==> src/rtl/icsr_pkg.sv <==
// ----------------------------------------------------------------------------
// icsr_pkg: shared types and constants for the indexed color scaler
// Field widths, register codes, queue item and back-end state encoding.
// ----------------------------------------------------------------------------
package icsr_pkg;

  // defaults for the top-level parameters
  localparam int FB_ROW_LENGTH_DEF   = 240;
  localparam int PALETTE_ENTRIES_DEF = 256;
  localparam int MAX_REPEAT_DEF      = 4;

  // field widths
  localparam int POS_W     = 10;  // source column / row, region origin
  localparam int SIZE_W    = 11;  // source size, region span
  localparam int DEST_W    = 9;   // destination width (height is zero-extended)
  localparam int DESTH_W   = 8;   // destination height
  localparam int IDX_W     = 8;   // palette index
  localparam int CH_W      = 8;   // one color channel
  localparam int COLOR_W   = 16;  // RGB565
  localparam int FB_W      = 17;  // framebuffer index
  localparam int CFG_IDX_W = 3;
  localparam int CFG_DW    = SIZE_W;

  // axis divider: remainder holds k*dest + span - 1 and span << DEST_W
  localparam int REM_W     = SIZE_W + DEST_W;
  localparam int GAP_W     = SIZE_W + 5;
  localparam int DIV_STEPS = DEST_W + 1;  // one extra step flags quotient overflow
  localparam int DIVC_W    = $clog2(DIV_STEPS);

  // front/back queue, depth is a power of two
  localparam int QUEUE_DEPTH = 2;
  localparam int QPTR_W      = (QUEUE_DEPTH > 1) ? $clog2(QUEUE_DEPTH) : 1;
  localparam int QCNT_W      = $clog2(QUEUE_DEPTH + 1);

  typedef enum logic {
    OP_PALETTE = 1'b0,
    OP_PIXEL   = 1'b1
  } op_t;

  typedef enum logic [CFG_IDX_W-1:0] {
    REG_SOURCE_WIDTH  = 3'd0,
    REG_SOURCE_HEIGHT = 3'd1,
    REG_REGION_LEFT   = 3'd2,
    REG_REGION_TOP    = 3'd3,
    REG_REGION_WIDTH  = 3'd4,
    REG_REGION_HEIGHT = 3'd5,
    REG_DEST_WIDTH    = 3'd6,
    REG_DEST_HEIGHT   = 3'd7
  } cfg_reg_t;

  typedef struct packed {
    logic [SIZE_W-1:0]  source_width;
    logic [SIZE_W-1:0]  source_height;
    logic [POS_W-1:0]   region_left;
    logic [POS_W-1:0]   region_top;
    logic [SIZE_W-1:0]  region_width;
    logic [SIZE_W-1:0]  region_height;
    logic [DEST_W-1:0]  dest_width;
    logic [DESTH_W-1:0] dest_height;
  } cfg_t;

  localparam cfg_t CFG_RESET = '{
    source_width:  11'd640,
    source_height: 11'd480,
    region_left:   10'd0,
    region_top:    10'd0,
    region_width:  11'd640,
    region_height: 11'd480,
    dest_width:    9'd400,
    dest_height:   8'd240
  };

  // classified pixel handed from front to back
  typedef struct packed {
    logic [POS_W-1:0]   x;
    logic [POS_W-1:0]   y;
    logic [COLOR_W-1:0] color;
  } pix_t;

  // per-phase strobes from the back-end sequencer to both axis units
  typedef struct packed {
    logic load;
    logic mul;
    logic div;
    logic init;
    logic cnt;
  } axis_ctl_t;

  typedef enum logic [2:0] {
    B_IDLE,
    B_MUL,
    B_DIV,
    B_INIT,
    B_CNT,
    B_PREP,
    B_EMIT
  } back_state_t;

  function automatic logic [COLOR_W-1:0] pack565(input logic [CH_W-1:0] r,
                                                 input logic [CH_W-1:0] g,
                                                 input logic [CH_W-1:0] b);
    return {r[7:3], g[7:2], b[7:3]};
  endfunction

endpackage

==> src/rtl/icsr_queue.sv <==
// ----------------------------------------------------------------------------
// icsr_queue: short pixel queue between front and back
// Register FIFO of QUEUE_DEPTH entries.
// ----------------------------------------------------------------------------
module icsr_queue (
  input  logic            clk,
  input  logic            rst_n,
  input  logic            push_valid,
  output logic            push_ready,
  input  icsr_pkg::pix_t  push_data,
  output logic            pop_valid,
  input  logic            pop_ready,
  output icsr_pkg::pix_t  pop_data
);
  import icsr_pkg::*;

  pix_t               slot_r [QUEUE_DEPTH];
  logic [QPTR_W-1:0]  wr_ptr_r, wr_ptr_nxt;
  logic [QPTR_W-1:0]  rd_ptr_r, rd_ptr_nxt;
  logic [QCNT_W-1:0]  cnt_r, cnt_nxt;
  logic               do_push, do_pop;

  assign push_ready = (cnt_r != QCNT_W'(QUEUE_DEPTH));
  assign pop_valid  = (cnt_r != '0);
  assign do_push    = push_valid && push_ready;
  assign do_pop     = pop_valid && pop_ready;
  assign pop_data   = slot_r[rd_ptr_r];

  always_comb begin
    wr_ptr_nxt = wr_ptr_r;
    rd_ptr_nxt = rd_ptr_r;
    cnt_nxt    = cnt_r;
    if (do_push) begin
      wr_ptr_nxt = (wr_ptr_r == QPTR_W'(QUEUE_DEPTH - 1)) ? '0 : wr_ptr_r + 1'b1;
    end
    if (do_pop) begin
      rd_ptr_nxt = (rd_ptr_r == QPTR_W'(QUEUE_DEPTH - 1)) ? '0 : rd_ptr_r + 1'b1;
    end
    if (do_push && !do_pop) begin
      cnt_nxt = cnt_r + 1'b1;
    end else if (do_pop && !do_push) begin
      cnt_nxt = cnt_r - 1'b1;
    end
  end

  always_ff @(posedge clk) begin
    if (do_push) begin
      slot_r[wr_ptr_r] <= push_data;
    end
  end

  always_ff @(posedge clk) begin
    if (!rst_n) begin
      wr_ptr_r <= '0;
      rd_ptr_r <= '0;
      cnt_r    <= '0;
    end else begin
      wr_ptr_r <= wr_ptr_nxt;
      rd_ptr_r <= rd_ptr_nxt;
      cnt_r    <= cnt_nxt;
    end
  end

endmodule

==> config.mk <==
export PLATFORM = sky130hd
export DESIGN_NAME = icsr_queue
export DESIGN_NICKNAME = d
export VERILOG_FILES = /design/src/rtl/icsr_pkg.sv /design/src/rtl/icsr_queue.sv
export SDC_FILE = /design/constraint.sdc
export NUM_CORES = 1
export LEC_CHECK = 0
export BUFFER_PORTS_ARGS = -buffer_cell sky130_fd_sc_hd__buf_2
export CORE_MARGIN = 2
export CORE_UTILIZATION = 51
export DETAILED_ROUTE_END_ITERATION = 12
export PLACE_DENSITY = 0.78
export SLEW_MARGIN = 20
export SYNTH_ARGS = -nofsm -noshare
export SYNTH_HDL_FRONTEND = slang
export SYNTH_SLANG_ARGS = --single-unit
==> constraint.sdc <==
create_clock -name clk -period 2.4 [get_ports clk]
set_clock_uncertainty 0.1 [all_clocks]
set_input_delay 0.36 -clock clk [delete_from_list [all_inputs] [get_ports clk]]
set_output_delay 0.36 -clock clk [all_outputs]
set_load 0.005 [all_outputs]
==> results.json <==
{
  "p_switching_uw": 857.0,
  "p_leak_uw": 0.001311,
  "setup-tns-final_ns": 0,
  "yosysTopAreaCellShare_pct": 76.33,
  "synthTopCellsByCount": "72 x edfxtp_1, 36 x mux2_2, 5 x dfxtp_1, 4 x and2_1, 3 x buf_2",
  "dp_hpwl_um": 3042,
  "cts_resized": 0,
  "layout-drive-gt1-share_pct": 57.21,
  "p_per_area_mw_per_mm2": 965.3,
  "antenna_found_initial": 0,
  "synth_cells": 136,
  "drtIter0Drc": 90,
  "rrSetupSlack_ns": 0.69,
  "syn-num-nets": 177,
  "io_buffers": 77,
  "initial_core_util_pct": 52.08,
  "synth-edff-count": 72,
  "synth_top_flop_cell": "edfxtp_1",
  "cap_violations": 0,
  "dr.pass1.iters": 4,
  "ctsLongestPathBuffers": 2,
  "clkSlewWorstSetupHoldPaths_ns": 0.07,
  "fin_crit_sh_pct": 81.28,
  "grt_max_degree": 37,
  "ys_ff_latch": 77,
  "rsz0062_at_grt": "no",
  "start_kind": "flip-flop",
  "outcome": "finished, final reports clean",
  "area_growth_pct": 22.88,
  "yosys_warnings": 0,
  "avgViaCountPerCell": 4.834,
  "ir_worst_vdd_mv": 0.5062,
  "antenna_left": 0,
  "die_w_um": 78.53,
  "worstPathMaxFanout": 24,
  "ctsHtreeMaxLevel": 3,
  "die-area_mm2": 0.006166,
  "p_comb_share_pct": 25.0,
  "synth_area_leader_cell": "edfxtp_1",
  "dpl_worst_slack_ns": 0.6778,
  "min_period_ns": 1.951,
  "num_antenna_cells": 0,
  "die_h_um": 78.53,
  "cts_hold_buf": 0,
  "clock_insertion_delay_worst_skew_ns": 0.33,
  "gp_congestion": 0.6854,
  "synth_cell_types": 20,
  "crit_arrival_ns": 1.49,
  "grt_usage_pct": 15.75,
  "std_cell_rows": 27,
  "grt_pass1_wl_um": 6962,
  "seqPwrFrac_pct": 51.8,
  "overflow": 0,
  "grt_pass1_vias": 1529,
  "cp.required_ns": 1.94,
  "core_area_mm2": 0.005439,
  "hp-class": "input pin to flip-flop",
  "max_freq_mhz": 512.7,
  "slew_headroom_pct": 67.69,
  "synthesis.area_mm2": 0.002833,
  "hold_ws_ns": 0.1091,
  "clock_sinks": 77,
  "ys_seq_area_share_pct": 79.86,
  "timing.final.ws_setup_ns": 0.4494,
  "finalNetCount": 265,
  "async_flop_share_pct": 0,
  "endpoint_kind": "primary output",
  "routed_wl_um": 4576,
  "synth_most_common_cell": "edfxtp_1",
  "setup_viol": 0,
  "synth.avg_cell_area_um2": 20.83,
  "cts_tree": "built",
  "avgRoutedWirePerCell_um": 15.20,
  "crit_type": "flip-flop to primary output",
  "p_sw_share_pct": 25.51,
  "synthTopCellsByArea": "edfxtp_1 76%, mux2_2 14%, dfxtp_1 3.5%",
  "slew_violations": 0,
  "intPower_uw": 2503,
  "power_frac_clock_pct": 23.2,
  "ios": 78,
  "post_cts_buffers": 0,
  "fillers": 412,
  "drc_errors": 0,
  "finalHoldViolCount": 0,
  "clock-root-buffer": "clkbuf_8",
  "max_slew.worst_pin.slew_ns": 0.4846,
  "vias": 1455,
  "cts_buffers": 9
}
-- worst paths after layout --
kind,start,cells past startpoint,end
setup / recovery,flip-flop,3,pop_data[14]
hold / removal,push_data[17],1,slot_r[0][17]$_DFFE_PP_
setup reg to reg,cnt_r[0]$_SDFFE_PN0P_,3,slot_r[1][16]$_DFFE_PP_
hold reg to reg,wr_ptr_r$_SDFFE_PN0P_,2,wr_ptr_r$_SDFFE_PN0P_
-- cells by family after synthesis --
group | count (synthesis) | synth area share, %
and+or+nand+nor | 9 | 2.297
AOI/OAI and AO/OA | 5 | 1.237
muxes | 36 | 14.31
adders and majority gates | 1 | 0.4416
xor gates and xnor gates | 3 | 0.9277
buffers and inverters | 5 | 0.9274
DFF | 77 | 79.86
-- per-stage QoR --
stage          power (uW)  area (um2)  instances  utilization (%)
2_1_floorplan        2279        2833        136                -
3_3_place_gp         2600        3329        285            61.21
3_5_place_dp         2627        3329        285            61.21
4_1_cts              3408        3481        301            64.00
5_1_grt              3532        3481        301            64.00
6_report             3360        3481        301            64.00
-- flip-flops by register name, summed over array words and instances (netlist names), named ones only --
| signal | count |
|---|---|
| slot_r | 72 |
| cnt_r | 2 |
| rd_ptr_r | 1 |
| wr_ptr_r | 1 |
-- layout by cell type, fill, tap and decap left out --
cell type / count
a21bo_2: 1
a21boi_0: 1
a21boi_1: 1
and2_1: 4
and3_2: 1
buf_12: 1
buf_2: 77
buf_4: 3
clkbuf_1: 4
clkbuf_8: 9
clkinv_1: 2
clkinv_2: 1
dfxtp_1: 5
edfxtp_1: 72
ha_1: 1
inv_1: 1
mux2_2: 36
nand2b_4: 1
nand3b_1: 1
o21ai_0: 1
o21ai_1: 1
or2_2: 1
or3_1: 1
xnor2_1: 2
xor2_1: 1
-- routing by layer --
| metal | GRT usage, % | wire length, um |
|---|---|---|
| met5 | 0 | 0 |
| met4 | 7.895 | 100 |
| met3 | 5.632 | 270 |
| met2 | 25.56 | 2309 |
| met1 | 18.57 | 1896 |
-- final cells by class --
cell class                 count  area, um2  share of cell area [%]
timing repair buffer          81      427.9                   12.29
clock buffer                  13      138.9                   3.990
clock inverter                 3      12.51                  0.3595
inverter                       1      3.754                  0.1078
multi-input combinational     54      545.5                   15.67
sequential                    77       2262                   64.99
tap                           72      90.09                   2.588
-- power by group through the flow --
stage / Sequential (uW) / Clock (uW) / Combinational [uW]
after floorplan: 1750 / 0 / 526
after global placement: 1760 / 0 / 845
after detailed placement: 1770 / 0 / 855
after CTS: 1740 / 803 / 861
after global routing: 1760 / 856 / 918
final: 1740 / 779 / 840
-- worst max-delay path, cell delays in order (launching register included) --
cell and delay (ns):
dfxtp_1 0.33, buf_4 0.31, mux2_2 0.38, buf_2 0.13
(Power assumes the default switching activity.)
