## config.mk

```make
export PLATFORM = sky130hd
export DESIGN_NAME = icsr_back_flat
export DESIGN_NICKNAME = d
export VERILOG_FILES = /design/src/rtl/icsr_pkg.sv /design/src/rtl/icsr_out_if.sv /design/src/rtl/icsr_axis.sv /design/src/rtl/icsr_back.sv /design/src/flat_wrapper.sv
export SDC_FILE = /design/constraint.sdc
export NUM_CORES = 1
export LEC_CHECK = 0
export CORE_MARGIN = 2
export CORE_UTILIZATION = 50
export CTS_BUF_LIST = sky130_fd_sc_hd__clkbuf_8
export CTS_CLUSTER_SIZE = 28
export DETAILED_ROUTE_END_ITERATION = 12
export DONT_BUFFER_PORTS = 1
export GPL_ROUTABILITY_DRIVEN = 0
export PLACE_DENSITY = 0.66
export SYNTH_ARGS = -nofsm -noshare
export SYNTH_HDL_FRONTEND = slang
export SYNTH_SLANG_ARGS = --single-unit
export TNS_END_PERCENT = 1
```

## constraint.sdc

```tcl
create_clock -name clk -period 6.8 [get_ports clk]
set_input_delay 0.34 -clock clk [delete_from_list [all_inputs] [get_ports clk]]
set_output_delay 0.34 -clock clk [all_outputs]
set_load 0.02 [all_outputs]
```

## src/rtl/icsr_pkg.sv

```systemverilog
// ----------------------------------------------------------------------------
// icsr_pkg: shared types and constants for the indexed color scaler
// Field widths, register codes, queue item and back-end state encoding.
// ----------------------------------------------------------------------------
package icsr_pkg;

  // defaults for the top-level parameters
  localparam int FB_ROW_LENGTH_DEF   = 240;
  localparam int PALETTE_ENTRIES_DEF = 256;
  localparam int MAX_REPEAT_DEF      = 4;

  // field widths
  localparam int POS_W     = 10;  // source column / row, region origin
  localparam int SIZE_W    = 11;  // source size, region span
  localparam int DEST_W    = 9;   // destination width (height is zero-extended)
  localparam int DESTH_W   = 8;   // destination height
  localparam int IDX_W     = 8;   // palette index
  localparam int CH_W      = 8;   // one color channel
  localparam int COLOR_W   = 16;  // RGB565
  localparam int FB_W      = 17;  // framebuffer index
  localparam int CFG_IDX_W = 3;
  localparam int CFG_DW    = SIZE_W;

  // axis divider: remainder holds k*dest + span - 1 and span << DEST_W
  localparam int REM_W     = SIZE_W + DEST_W;
  localparam int GAP_W     = SIZE_W + 5;
  localparam int DIV_STEPS = DEST_W + 1;  // one extra step flags quotient overflow
  localparam int DIVC_W    = $clog2(DIV_STEPS);

  // front/back queue, depth is a power of two
  localparam int QUEUE_DEPTH = 2;
  localparam int QPTR_W      = (QUEUE_DEPTH > 1) ? $clog2(QUEUE_DEPTH) : 1;
  localparam int QCNT_W      = $clog2(QUEUE_DEPTH + 1);

  typedef enum logic {
    OP_PALETTE = 1'b0,
    OP_PIXEL   = 1'b1
  } op_t;

  typedef enum logic [CFG_IDX_W-1:0] {
    REG_SOURCE_WIDTH  = 3'd0,
    REG_SOURCE_HEIGHT = 3'd1,
    REG_REGION_LEFT   = 3'd2,
    REG_REGION_TOP    = 3'd3,
    REG_REGION_WIDTH  = 3'd4,
    REG_REGION_HEIGHT = 3'd5,
    REG_DEST_WIDTH    = 3'd6,
    REG_DEST_HEIGHT   = 3'd7
  } cfg_reg_t;

  typedef struct packed {
    logic [SIZE_W-1:0]  source_width;
    logic [SIZE_W-1:0]  source_height;
    logic [POS_W-1:0]   region_left;
    logic [POS_W-1:0]   region_top;
    logic [SIZE_W-1:0]  region_width;
    logic [SIZE_W-1:0]  region_height;
    logic [DEST_W-1:0]  dest_width;
    logic [DESTH_W-1:0] dest_height;
  } cfg_t;

  localparam cfg_t CFG_RESET = '{
    source_width:  11'd640,
    source_height: 11'd480,
    region_left:   10'd0,
    region_top:    10'd0,
    region_width:  11'd640,
    region_height: 11'd480,
    dest_width:    9'd400,
    dest_height:   8'd240
  };

  // classified pixel handed from front to back
  typedef struct packed {
    logic [POS_W-1:0]   x;
    logic [POS_W-1:0]   y;
    logic [COLOR_W-1:0] color;
  } pix_t;

  // per-phase strobes from the back-end sequencer to both axis units
  typedef struct packed {
    logic load;
    logic mul;
    logic div;
    logic init;
    logic cnt;
  } axis_ctl_t;

  typedef enum logic [2:0] {
    B_IDLE,
    B_MUL,
    B_DIV,
    B_INIT,
    B_CNT,
    B_PREP,
    B_EMIT
  } back_state_t;

  function automatic logic [COLOR_W-1:0] pack565(input logic [CH_W-1:0] r,
                                                 input logic [CH_W-1:0] g,
                                                 input logic [CH_W-1:0] b);
    return {r[7:3], g[7:2], b[7:3]};
  endfunction

endpackage

```

## src/rtl/icsr_out_if.sv

```systemverilog
// ----------------------------------------------------------------------------
// icsr_out_if: result channel out of the scaler
// Valid/ready handshake carrying framebuffer index, color and run end.
// ----------------------------------------------------------------------------
interface icsr_out_if;
  import icsr_pkg::*;

  logic               valid;
  logic               ready;
  logic [FB_W-1:0]    fb_index;
  logic [COLOR_W-1:0] pixel_color;
  logic               last_of_run;

  modport source (output valid, fb_index, pixel_color, last_of_run, input ready);
  modport sink   (input valid, fb_index, pixel_color, last_of_run, output ready);
endinterface

```

## src/rtl/icsr_axis.sv

```systemverilog
// ----------------------------------------------------------------------------
// icsr_axis: destination-run finder for one axis
// Finds the first destination position mapping onto a source position with
// a restoring divider, then counts the run length one step per cycle.
// ----------------------------------------------------------------------------
module icsr_axis #(
  parameter  int MAX_REPEAT = icsr_pkg::MAX_REPEAT_DEF,
  localparam int CNT_W      = $clog2(MAX_REPEAT + 1)
) (
  input  logic                          clk,
  input  logic                          rst_n,
  input  icsr_pkg::axis_ctl_t           ctl,
  input  logic [icsr_pkg::POS_W-1:0]    pos,
  input  logic [icsr_pkg::POS_W-1:0]    start,
  input  logic [icsr_pkg::SIZE_W-1:0]   span,
  input  logic [icsr_pkg::SIZE_W-1:0]   limit,
  input  logic [icsr_pkg::DEST_W-1:0]   dest,
  output logic [icsr_pkg::DEST_W-1:0]   d_lo,
  output logic [CNT_W-1:0]              hits,
  output logic                          done
);
  import icsr_pkg::*;

  // lowest hit is ceil(k*dest/span) = floor((k*dest + span - 1) / span)
  logic               none_r, none_nxt;
  logic               zero_r, zero_nxt;     // run starts at 0, no upper bound
  logic               clamp_r, clamp_nxt;   // position is the clamp column/row
  logic [POS_W-1:0]   k_r, k_nxt;
  logic [REM_W-1:0]   rem_r, rem_nxt;
  logic [REM_W-1:0]   dv_r, dv_nxt;
  logic [DEST_W:0]    q_r, q_nxt;
  logic [DEST_W:0]    cand_r, cand_nxt;
  logic [GAP_W-1:0]   gap_r, gap_nxt;       // (k+1)*dest - cand*span, two's complement
  logic [CNT_W-1:0]   cnt_r, cnt_nxt;

  logic [SIZE_W-1:0]  pos_ext;
  logic               beyond, at_clamp, below, span_zero, ge, gap_pos, more;

  assign pos_ext   = {1'b0, pos};
  assign beyond    = pos_ext >= limit;
  assign at_clamp  = (pos_ext + 1'b1) == limit;
  assign below     = pos < start;
  assign span_zero = (span == '0);
  assign ge        = rem_r >= dv_r;
  assign gap_pos   = !gap_r[GAP_W-1] && (gap_r != '0);
  assign more      = (cand_r < {1'b0, dest}) && (clamp_r || zero_r || gap_pos);

  assign done = none_r || (cnt_r == CNT_W'(MAX_REPEAT)) || !more;
  assign d_lo = zero_r ? '0 : q_r[DEST_W-1:0];
  assign hits = cnt_r;

  always_comb begin
    none_nxt  = none_r;
    zero_nxt  = zero_r;
    clamp_nxt = clamp_r;
    k_nxt     = k_r;
    rem_nxt   = rem_r;
    dv_nxt    = dv_r;
    q_nxt     = q_r;
    cand_nxt  = cand_r;
    gap_nxt   = gap_r;
    cnt_nxt   = cnt_r;
    if (ctl.load) begin
      k_nxt     = pos - start;
      clamp_nxt = at_clamp;
      zero_nxt  = below || span_zero;
      none_nxt  = beyond || (below && !at_clamp) ||
                  (!below && span_zero && (pos != start));
      cnt_nxt   = '0;
    end
    if (ctl.mul) begin
      rem_nxt = REM_W'(k_r) * REM_W'(dest) + REM_W'(span) - 1'b1;
      dv_nxt  = {span, {DEST_W{1'b0}}};
      q_nxt   = '0;
    end
    if (ctl.div) begin
      rem_nxt = ge ? rem_r - dv_r : rem_r;
      q_nxt   = {q_r[DEST_W-1:0], ge};
      dv_nxt  = dv_r >> 1;
    end
    if (ctl.init) begin
      // top quotient bit set: first hit lies past any destination
      none_nxt = none_r || (!zero_r && q_r[DEST_W]);
      cand_nxt = zero_r ? '0 : {1'b0, q_r[DEST_W-1:0]};
      gap_nxt  = GAP_W'(dest) - GAP_W'(span) + GAP_W'(1) + GAP_W'(rem_r[SIZE_W-1:0]);
      cnt_nxt  = '0;
    end
    if (ctl.cnt && !done) begin
      cnt_nxt  = cnt_r + 1'b1;
      cand_nxt = cand_r + 1'b1;
      gap_nxt  = gap_r - GAP_W'(span);
    end
  end

  always_ff @(posedge clk) begin
    if (!rst_n) begin
      none_r  <= 1'b1;
      zero_r  <= 1'b0;
      clamp_r <= 1'b0;
      cnt_r   <= '0;
    end else begin
      none_r  <= none_nxt;
      zero_r  <= zero_nxt;
      clamp_r <= clamp_nxt;
      cnt_r   <= cnt_nxt;
    end
  end

  always_ff @(posedge clk) begin
    k_r    <= k_nxt;
    rem_r  <= rem_nxt;
    dv_r   <= dv_nxt;
    q_r    <= q_nxt;
    cand_r <= cand_nxt;
    gap_r  <= gap_nxt;
  end

endmodule

```

## src/rtl/icsr_back.sv

```systemverilog
// ----------------------------------------------------------------------------
// icsr_back: run computation and result emission
// Sequences both axis units per pixel, then walks the nx by ny block of
// destination pixels in raster order into a result register.
// ----------------------------------------------------------------------------
module icsr_back #(
  parameter int FB_ROW_LENGTH = icsr_pkg::FB_ROW_LENGTH_DEF,
  parameter int MAX_REPEAT    = icsr_pkg::MAX_REPEAT_DEF
) (
  input  logic            clk,
  input  logic            rst_n,
  input  icsr_pkg::cfg_t  cfg,
  input  logic            q_valid,
  output logic            q_ready,
  input  icsr_pkg::pix_t  q_data,
  icsr_out_if.source      out_ch
);
  import icsr_pkg::*;

  localparam int              CNT_W   = $clog2(MAX_REPEAT + 1);
  localparam logic [FB_W-1:0] ROW_LEN = FB_W'(FB_ROW_LENGTH);

  back_state_t         state_r, state_nxt;
  axis_ctl_t           ctl;

  logic [DIVC_W-1:0]   divc_r, divc_nxt;
  logic [COLOR_W-1:0]  color_r, color_nxt;
  logic [FB_W-1:0]     col_base_r, col_base_nxt;
  logic [FB_W-1:0]     col_r, col_nxt;
  logic [FB_W-1:0]     row_r, row_nxt;
  logic [CNT_W-1:0]    i_r, i_nxt;
  logic [CNT_W-1:0]    j_r, j_nxt;

  logic                out_valid_r, out_valid_nxt;
  logic [FB_W-1:0]     out_fb_r, out_fb_nxt;
  logic [COLOR_W-1:0]  out_color_r, out_color_nxt;
  logic                out_last_r, out_last_nxt;

  logic [DEST_W-1:0]   dlo_x, dlo_y;
  logic [CNT_W-1:0]    nx, ny;
  logic                done_x, done_y;
  logic                div_last, row_end, run_last, empty_run, emit;
  logic [FB_W-1:0]     col0;

  icsr_axis #(.MAX_REPEAT(MAX_REPEAT)) u_axis_x (
    .clk   (clk),
    .rst_n (rst_n),
    .ctl   (ctl),
    .pos   (q_data.x),
    .start (cfg.region_left),
    .span  (cfg.region_width),
    .limit (cfg.source_width),
    .dest  (cfg.dest_width),
    .d_lo  (dlo_x),
    .hits  (nx),
    .done  (done_x)
  );

  icsr_axis #(.MAX_REPEAT(MAX_REPEAT)) u_axis_y (
    .clk   (clk),
    .rst_n (rst_n),
    .ctl   (ctl),
    .pos   (q_data.y),
    .start (cfg.region_top),
    .span  (cfg.region_height),
    .limit (cfg.source_height),
    .dest  ({{(DEST_W-DESTH_W){1'b0}}, cfg.dest_height}),
    .d_lo  (dlo_y),
    .hits  (ny),
    .done  (done_y)
  );

  assign div_last  = (divc_r == DIVC_W'(DIV_STEPS - 1));
  assign row_end   = (i_r == CNT_W'(nx - 1'b1));
  assign run_last  = row_end && (j_r == CNT_W'(ny - 1'b1));
  assign empty_run = (nx == '0) || (ny == '0);
  assign emit      = (state_r == B_EMIT) && (!out_valid_r || out_ch.ready);
  assign col0      = FB_W'(dlo_x) * ROW_LEN;

  // next state
  always_comb begin
    state_nxt = state_r;
    case (state_r)
      B_IDLE: begin
        if (q_valid) state_nxt = B_MUL;
      end
      B_MUL:  state_nxt = B_DIV;
      B_DIV: begin
        if (div_last) state_nxt = B_INIT;
      end
      B_INIT: state_nxt = B_CNT;
      B_CNT: begin
        if (done_x && done_y) state_nxt = B_PREP;
      end
      B_PREP: state_nxt = empty_run ? B_IDLE : B_EMIT;
      B_EMIT: begin
        if (emit && run_last) state_nxt = B_IDLE;
      end
      default: state_nxt = B_IDLE;
    endcase
  end

  // sequencer outputs
  always_comb begin
    ctl     = '0;
    q_ready = 1'b0;
    case (state_r)
      B_IDLE: begin
        q_ready  = 1'b1;
        ctl.load = q_valid;
      end
      B_MUL:  ctl.mul  = 1'b1;
      B_DIV:  ctl.div  = 1'b1;
      B_INIT: ctl.init = 1'b1;
      B_CNT:  ctl.cnt  = 1'b1;
      default: begin
        ctl     = '0;
        q_ready = 1'b0;
      end
    endcase
  end

  // datapath
  always_comb begin
    divc_nxt      = divc_r;
    color_nxt     = color_r;
    col_base_nxt  = col_base_r;
    col_nxt       = col_r;
    row_nxt       = row_r;
    i_nxt         = i_r;
    j_nxt         = j_r;
    out_fb_nxt    = out_fb_r;
    out_color_nxt = out_color_r;
    out_last_nxt  = out_last_r;
    out_valid_nxt = out_valid_r && !out_ch.ready;

    if (state_r == B_IDLE && q_valid) begin
      color_nxt = q_data.color;
    end
    if (state_r == B_MUL) begin
      divc_nxt = '0;
    end
    if (state_r == B_DIV) begin
      divc_nxt = divc_r + 1'b1;
    end
    if (state_r == B_PREP) begin
      col_base_nxt = col0;
      col_nxt      = col0;
      row_nxt      = ROW_LEN - 1'b1 - FB_W'(dlo_y);
      i_nxt        = '0;
      j_nxt        = '0;
    end
    if (emit) begin
      out_valid_nxt = 1'b1;
      out_fb_nxt    = col_r + row_r;
      out_color_nxt = color_r;
      out_last_nxt  = run_last;
      if (row_end) begin
        i_nxt   = '0;
        j_nxt   = j_r + 1'b1;
        col_nxt = col_base_r;
        row_nxt = row_r - 1'b1;
      end else begin
        i_nxt   = i_r + 1'b1;
        col_nxt = col_r + ROW_LEN;
      end
    end
  end

  always_ff @(posedge clk) begin
    if (!rst_n) begin
      state_r     <= B_IDLE;
      out_valid_r <= 1'b0;
      divc_r      <= '0;
      i_r         <= '0;
      j_r         <= '0;
    end else begin
      state_r     <= state_nxt;
      out_valid_r <= out_valid_nxt;
      divc_r      <= divc_nxt;
      i_r         <= i_nxt;
      j_r         <= j_nxt;
    end
  end

  always_ff @(posedge clk) begin
    color_r     <= color_nxt;
    col_base_r  <= col_base_nxt;
    col_r       <= col_nxt;
    row_r       <= row_nxt;
    out_fb_r    <= out_fb_nxt;
    out_color_r <= out_color_nxt;
    out_last_r  <= out_last_nxt;
  end

  assign out_ch.valid       = out_valid_r;
  assign out_ch.fb_index    = out_fb_r;
  assign out_ch.pixel_color = out_color_r;
  assign out_ch.last_of_run = out_last_r;

endmodule

```

## src/flat_wrapper.sv

```systemverilog
// flat-port wrapper written by rule: the top's interface ports become plain ports
module icsr_back_flat import icsr_pkg::*;
#(
  parameter int FB_ROW_LENGTH = icsr_pkg::FB_ROW_LENGTH_DEF,
  parameter int MAX_REPEAT    = icsr_pkg::MAX_REPEAT_DEF
)
  (clk, rst_n, cfg, q_valid, q_ready, q_data, out_ch_valid, out_ch_fb_index, out_ch_pixel_color, out_ch_last_of_run, out_ch_ready);
  icsr_out_if out_ch_i ();
  input  logic clk;
  input  logic rst_n;
  input  icsr_pkg::cfg_t cfg;
  input  logic q_valid;
  output logic q_ready;
  input  icsr_pkg::pix_t q_data;
  output wire logic [$bits(out_ch_i.valid)-1:0] out_ch_valid;
  output wire logic [$bits(out_ch_i.fb_index)-1:0] out_ch_fb_index;
  output wire logic [$bits(out_ch_i.pixel_color)-1:0] out_ch_pixel_color;
  output wire logic [$bits(out_ch_i.last_of_run)-1:0] out_ch_last_of_run;
  input wire logic [$bits(out_ch_i.ready)-1:0] out_ch_ready;
  assign out_ch_valid = out_ch_i.valid;
  assign out_ch_fb_index = out_ch_i.fb_index;
  assign out_ch_pixel_color = out_ch_i.pixel_color;
  assign out_ch_last_of_run = out_ch_i.last_of_run;
  assign out_ch_i.ready = out_ch_ready;
  icsr_back #(.FB_ROW_LENGTH(FB_ROW_LENGTH), .MAX_REPEAT(MAX_REPEAT)) u_core (.clk(clk), .rst_n(rst_n), .cfg(cfg), .q_valid(q_valid), .q_ready(q_ready), .q_data(q_data), .out_ch(out_ch_i));
endmodule
```

==> impl_metrics.csv <==
group,metric,value,unit
clocking,clock_tree.htree_level_count,2,
floorplan,initial_standard_cell_utilization_of_the_core,0.506,
timing,timing.slew.headroom,0.201,
clocking,clock_insertion_delay_worst_skew,0.68,ns
final_layout,layout.filler_cells,4797,
place,io_buffer_count,0,
final_layout,post_route_cells_drive_above_1_share,0.0422,
synthesis,proportion_of_synthesized_area_in_mux_cells,0.00827,
setup_path,critical_path_peak_fanout,9,
clocking,cts_made_buffers,55,
synthesis,synth_largest_type_area_fraction,0.271,
detailed_routing,drt_drc_violations_left,0,
floorplan,die_width,237,µm
power,vdd.ir_drop.worst,0.547,mV
synthesis,synth_compound_gate_area_share,0.139,
synthesis,gate_count_after_technology_mapping,2947,
timing,grt_setup_unrepaired,"false",
detailed_routing,detailroute.via_count,21076,
global_routing,grt-ovfl-total,0,
setup_path,rrSetupSlack,1.05,ns
synthesis,edff_count_synth,246,
final_layout,layoutNonFillerInstCount,3708,
setup_path,critical_path.n_buffers_inverters,2,
place,post-place-cells,3579,
detailed_routing,drt_pass1_iterations,6,
timing,peak_clock_frequency_supported_by_timing,174,MHz
clocking,ctsResizeCount,0,
power,p_leak,13.0,nW
timing,timing_worst_slew_pin_value,1.20,ns
setup_path,arrival,6.15,ns
detailed_routing,wl,66.4,mm
setup_path,cpLargestDelayFamily,"adder cells",
floorplan,fp.dieArea,56300,µm²
setup_path,path_class,"flop to flop",
global_routing,grt_usage,0.238,
final_layout,final_area,29400,µm²
synthesis,synth-seq-cells,291,
synthesis,ys_async_sr_fraction,0,
synthesis,synthTopCellsByArea,"sky130_fd_sc_hd__edfxtp_1 (27%), sky130_fd_sc_hd__ha_1 (15%), sky130_fd_sc_hd__fa_1 (12%)",
setup_path,slowest_delay,0.56,ns
detailed_routing,post_drt_via_cell_ratio,5.68,
detailed_routing,drt_iter0_markers,1323,
detailed_routing,detail-route-antenna-nets,0,
synthesis,yosys_most_used_dff,"sky130_fd_sc_hd__edfxtp_1",
clocking,clk_path_buf_depth,3,
setup_path,critPathSlowestCell,"sky130_fd_sc_hd__fa_1",
run,max_cap_violations,0,
synthesis,largest_family_of_logic_cells_by_synthesized_area,"adder cells",
power,power_switching,7.67,mW
clocking,clock_tree.root_cell,"sky130_fd_sc_hd__clkbuf_8",
synthesis,fraction_of_the_yosys_area_taken_by_sequential_cells,0.304,
synthesis,mappedNetlistNets,3544,
place,pre_cts_slack,1.07,ns
synthesis,synth_cell_types,82,
synthesis,synth-simple-area-share,0.155,
floorplan,floorplan.io_pins,157,
setup_path,crit_top_cell,"sky130_fd_sc_hd__fa_1",
floorplan,fp.dieH,237,µm
synthesis,most_common_cell_in_the_netlist,"sky130_fd_sc_hd__inv_1",
synthesis,synth-xor-area-share,0.0666,
final_layout,antenna-diode-count,0,
synthesis,syn_avg_cell_area,9.24,µm²
min_path,holdCritPathClass,"primary input to flop",
clocking,cts.sink_count,291,
setup_path,worst_setup_end_kind,"flop",
global_routing,pin_count_of_the_biggest_net_entering_global_routing,77,
timing,final_hold_viol_count,0,
timing,min_period,5.75,ns
final_layout,syn2layout_area_growth,7.97,%
timing,finClkSkew,0.0497,ns
final_layout,finish.net_count,3565,
global_routing,wire_length_of_the_first_global_routing_pass,109,mm
power,cellInternalPower,8.75,mW
timing,final.setup.tns,0,ns
timing,timing.final.max_slew_violations,0,
detailed_routing,detail_route.wl_per_cell,17.9,µm
power,sw_frac_of_total,0.467,
synthesis,synth_top_area_cell,"sky130_fd_sc_hd__edfxtp_1",
setup_path,startpoint_type,"flop",
place,dp.final_hpwl,51.2,mm
place,post_placement_cell_area,27900,µm²
setup_path,cp_data_required_time,7.20,ns
synthesis,syn-cell-area,27200,µm²
power,power_frac_comb,0.692,
timing,finalCritPeriodShare,0.845,
final_layout,multi_input_area,17200,µm²
setup_path,worstPathCellList,"and2_1 > fa_1 > fa_1 > fa_1 > fa_1 > inv_1 > fa_1 > inv_1 > ha_1 > o21ai_0 > a21oi_1 > nor2_1 > a31oi_1 > nor2b_1 > or4_1 > a41o_1",
floorplan,core,53800,µm²
power,clock_power_share,0.115,
global_routing,antenna_found_initial,0,
global_routing,number_of_global_route_vias_before_repair,21734,
final_layout,register_area,8290,µm²
power,cellPowerDensity,558,nW/µm²
floorplan,rows,85,
synthesis,synth-adder-area-share,0.263,
synthesis,synth_common_cells,"sky130_fd_sc_hd__inv_1 (385), sky130_fd_sc_hd__ha_1 (316), sky130_fd_sc_hd__nand2_1 (304), sky130_fd_sc_hd__edfxtp_1 (246), sky130_fd_sc_hd__o21ai_0 (210)",
synthesis,synth-warning-count,0,
clocking,cts_tree,"yes",
clocking,postCtsSetupRepairBufs,0,
timing,final_setup_violating_endpoints,0,
timing,smallest_setup_slack_after_layout,1.05,ns
clocking,clkTransAtPathRegs,0.06,ns
final_layout,final_core_util,0.546,
status,status,"complete, no violations",
power,sequentialPowerShare,0.193,
==> routing by layer <==
metal	wire length, µm	track usage
met3	3390	0.0327
met5	0	0
met2	32400	0.415
met4	2240	0.0890
met1	28400	0.299
==> stage by stage <==
step,hold slack [ns],total power [mW]
finish,0.0460,16.4
global route,0.0367,18.2
CTS,0.00321,16.5
detailed placement,0.406,14.4
global placement,0.401,14.1
floorplan,0.400,11.9
==> power groups by stage <==
| stage | clock, mW | sequential [mW] | combinational, mW |
|---|---|---|---|
| 2_1_floorplan | 0 | 3.08 | 8.82 |
| 3_3_place_gp | 0 | 3.19 | 11.0 |
| 3_5_place_dp | 0 | 3.21 | 11.2 |
| 4_1_cts | 1.94 | 3.17 | 11.4 |
| 5_1_grt | 2.01 | 3.21 | 13.0 |
| 6_report | 1.89 | 3.17 | 11.4 |
==> timing repair <==
action / CTS / global route
hold buffers: 28 / 0
endpoints found under the setup margin: 0 / 0
hold endpoints to repair: 50 / 0
==> state kept, by name (all words and copies together) (netlist names), 13 cells and up <==
signal                     cells
u_core.out_ch.fb_index        17
u_core.u_axis_x.rem_r         20
u_core.out_ch.pixel_color     16
u_core.u_axis_y.rem_r         20
u_core.row_r                  17
u_core.u_axis_y.dv_r          20
u_core.col_base_r             13
u_core.u_axis_y.gap_r         16
u_core.u_axis_x.dv_r          20
u_core.color_r                16
u_core.col_r                  13
u_core.u_axis_x.gap_r         16
==> cell usage in the layout (no fill, tap or decap), types with 79 or more instances in the layout <==
cell                       instances
sky130_fd_sc_hd__nor2_1          162
sky130_fd_sc_hd__edfxtp_1        246
sky130_fd_sc_hd__xnor2_1         130
sky130_fd_sc_hd__ha_1            316
sky130_fd_sc_hd__fa_1            160
sky130_fd_sc_hd__o21ai_0         210
sky130_fd_sc_hd__nand2_1         303
sky130_fd_sc_hd__a21oi_1         163
sky130_fd_sc_hd__and2_1           79
sky130_fd_sc_hd__inv_1           392
==> final timing paths <==
kind,cells after the start,endpoint,start
max,16,u_core.u_axis_x.rem_r[19],u_core.u_axis_x.k_r[5]
min reg2reg,0,u_core.out_ch.pixel_color[10],u_core.color_r[10]
max reg2reg,16,u_core.u_axis_x.rem_r[19],u_core.u_axis_x.k_r[5]
min,2,u_core.u_axis_x.dv_r[13],cfg[32]
==> area by class of cell <==
class	instances	area share
multi-input cells	2193	0.586
repair buffers	39	0.0123
clock inverters	40	0.0123
flip-flops and latches	291	0.282
clock buffers	61	0.0286
well taps	696	0.0296
inverters	388	0.0496
==> cell families after synthesis <==
group | Yosys count
AND/OR/NAND/NOR | 868
AO/OA/AOI/OAI | 619
adder cells (fa/ha/maj) | 476
buffers and inverters | 463
flip-flops | 291
XOR/XNOR | 207
multiplexers | 22
other | 1
==> worst reg2reg max path: stages (launching register included) <==
cell	delay (ns)
sky130_fd_sc_hd__edfxtp_1	0.51
sky130_fd_sc_hd__and2_1	0.24
sky130_fd_sc_hd__fa_1	0.56
sky130_fd_sc_hd__fa_1	0.45
sky130_fd_sc_hd__fa_1	0.52
sky130_fd_sc_hd__fa_1	0.54
sky130_fd_sc_hd__inv_1	0.05
sky130_fd_sc_hd__fa_1	0.53
sky130_fd_sc_hd__inv_1	0.04
sky130_fd_sc_hd__ha_1	0.32
sky130_fd_sc_hd__o21ai_0	0.48
sky130_fd_sc_hd__a21oi_1	0.16
sky130_fd_sc_hd__nor2_1	0.11
sky130_fd_sc_hd__a31oi_1	0.09
sky130_fd_sc_hd__nor2b_1	0.18
sky130_fd_sc_hd__or4_1	0.50
sky130_fd_sc_hd__a41o_1	0.22
No activity file was read; power rests on OpenSTA's default activity.
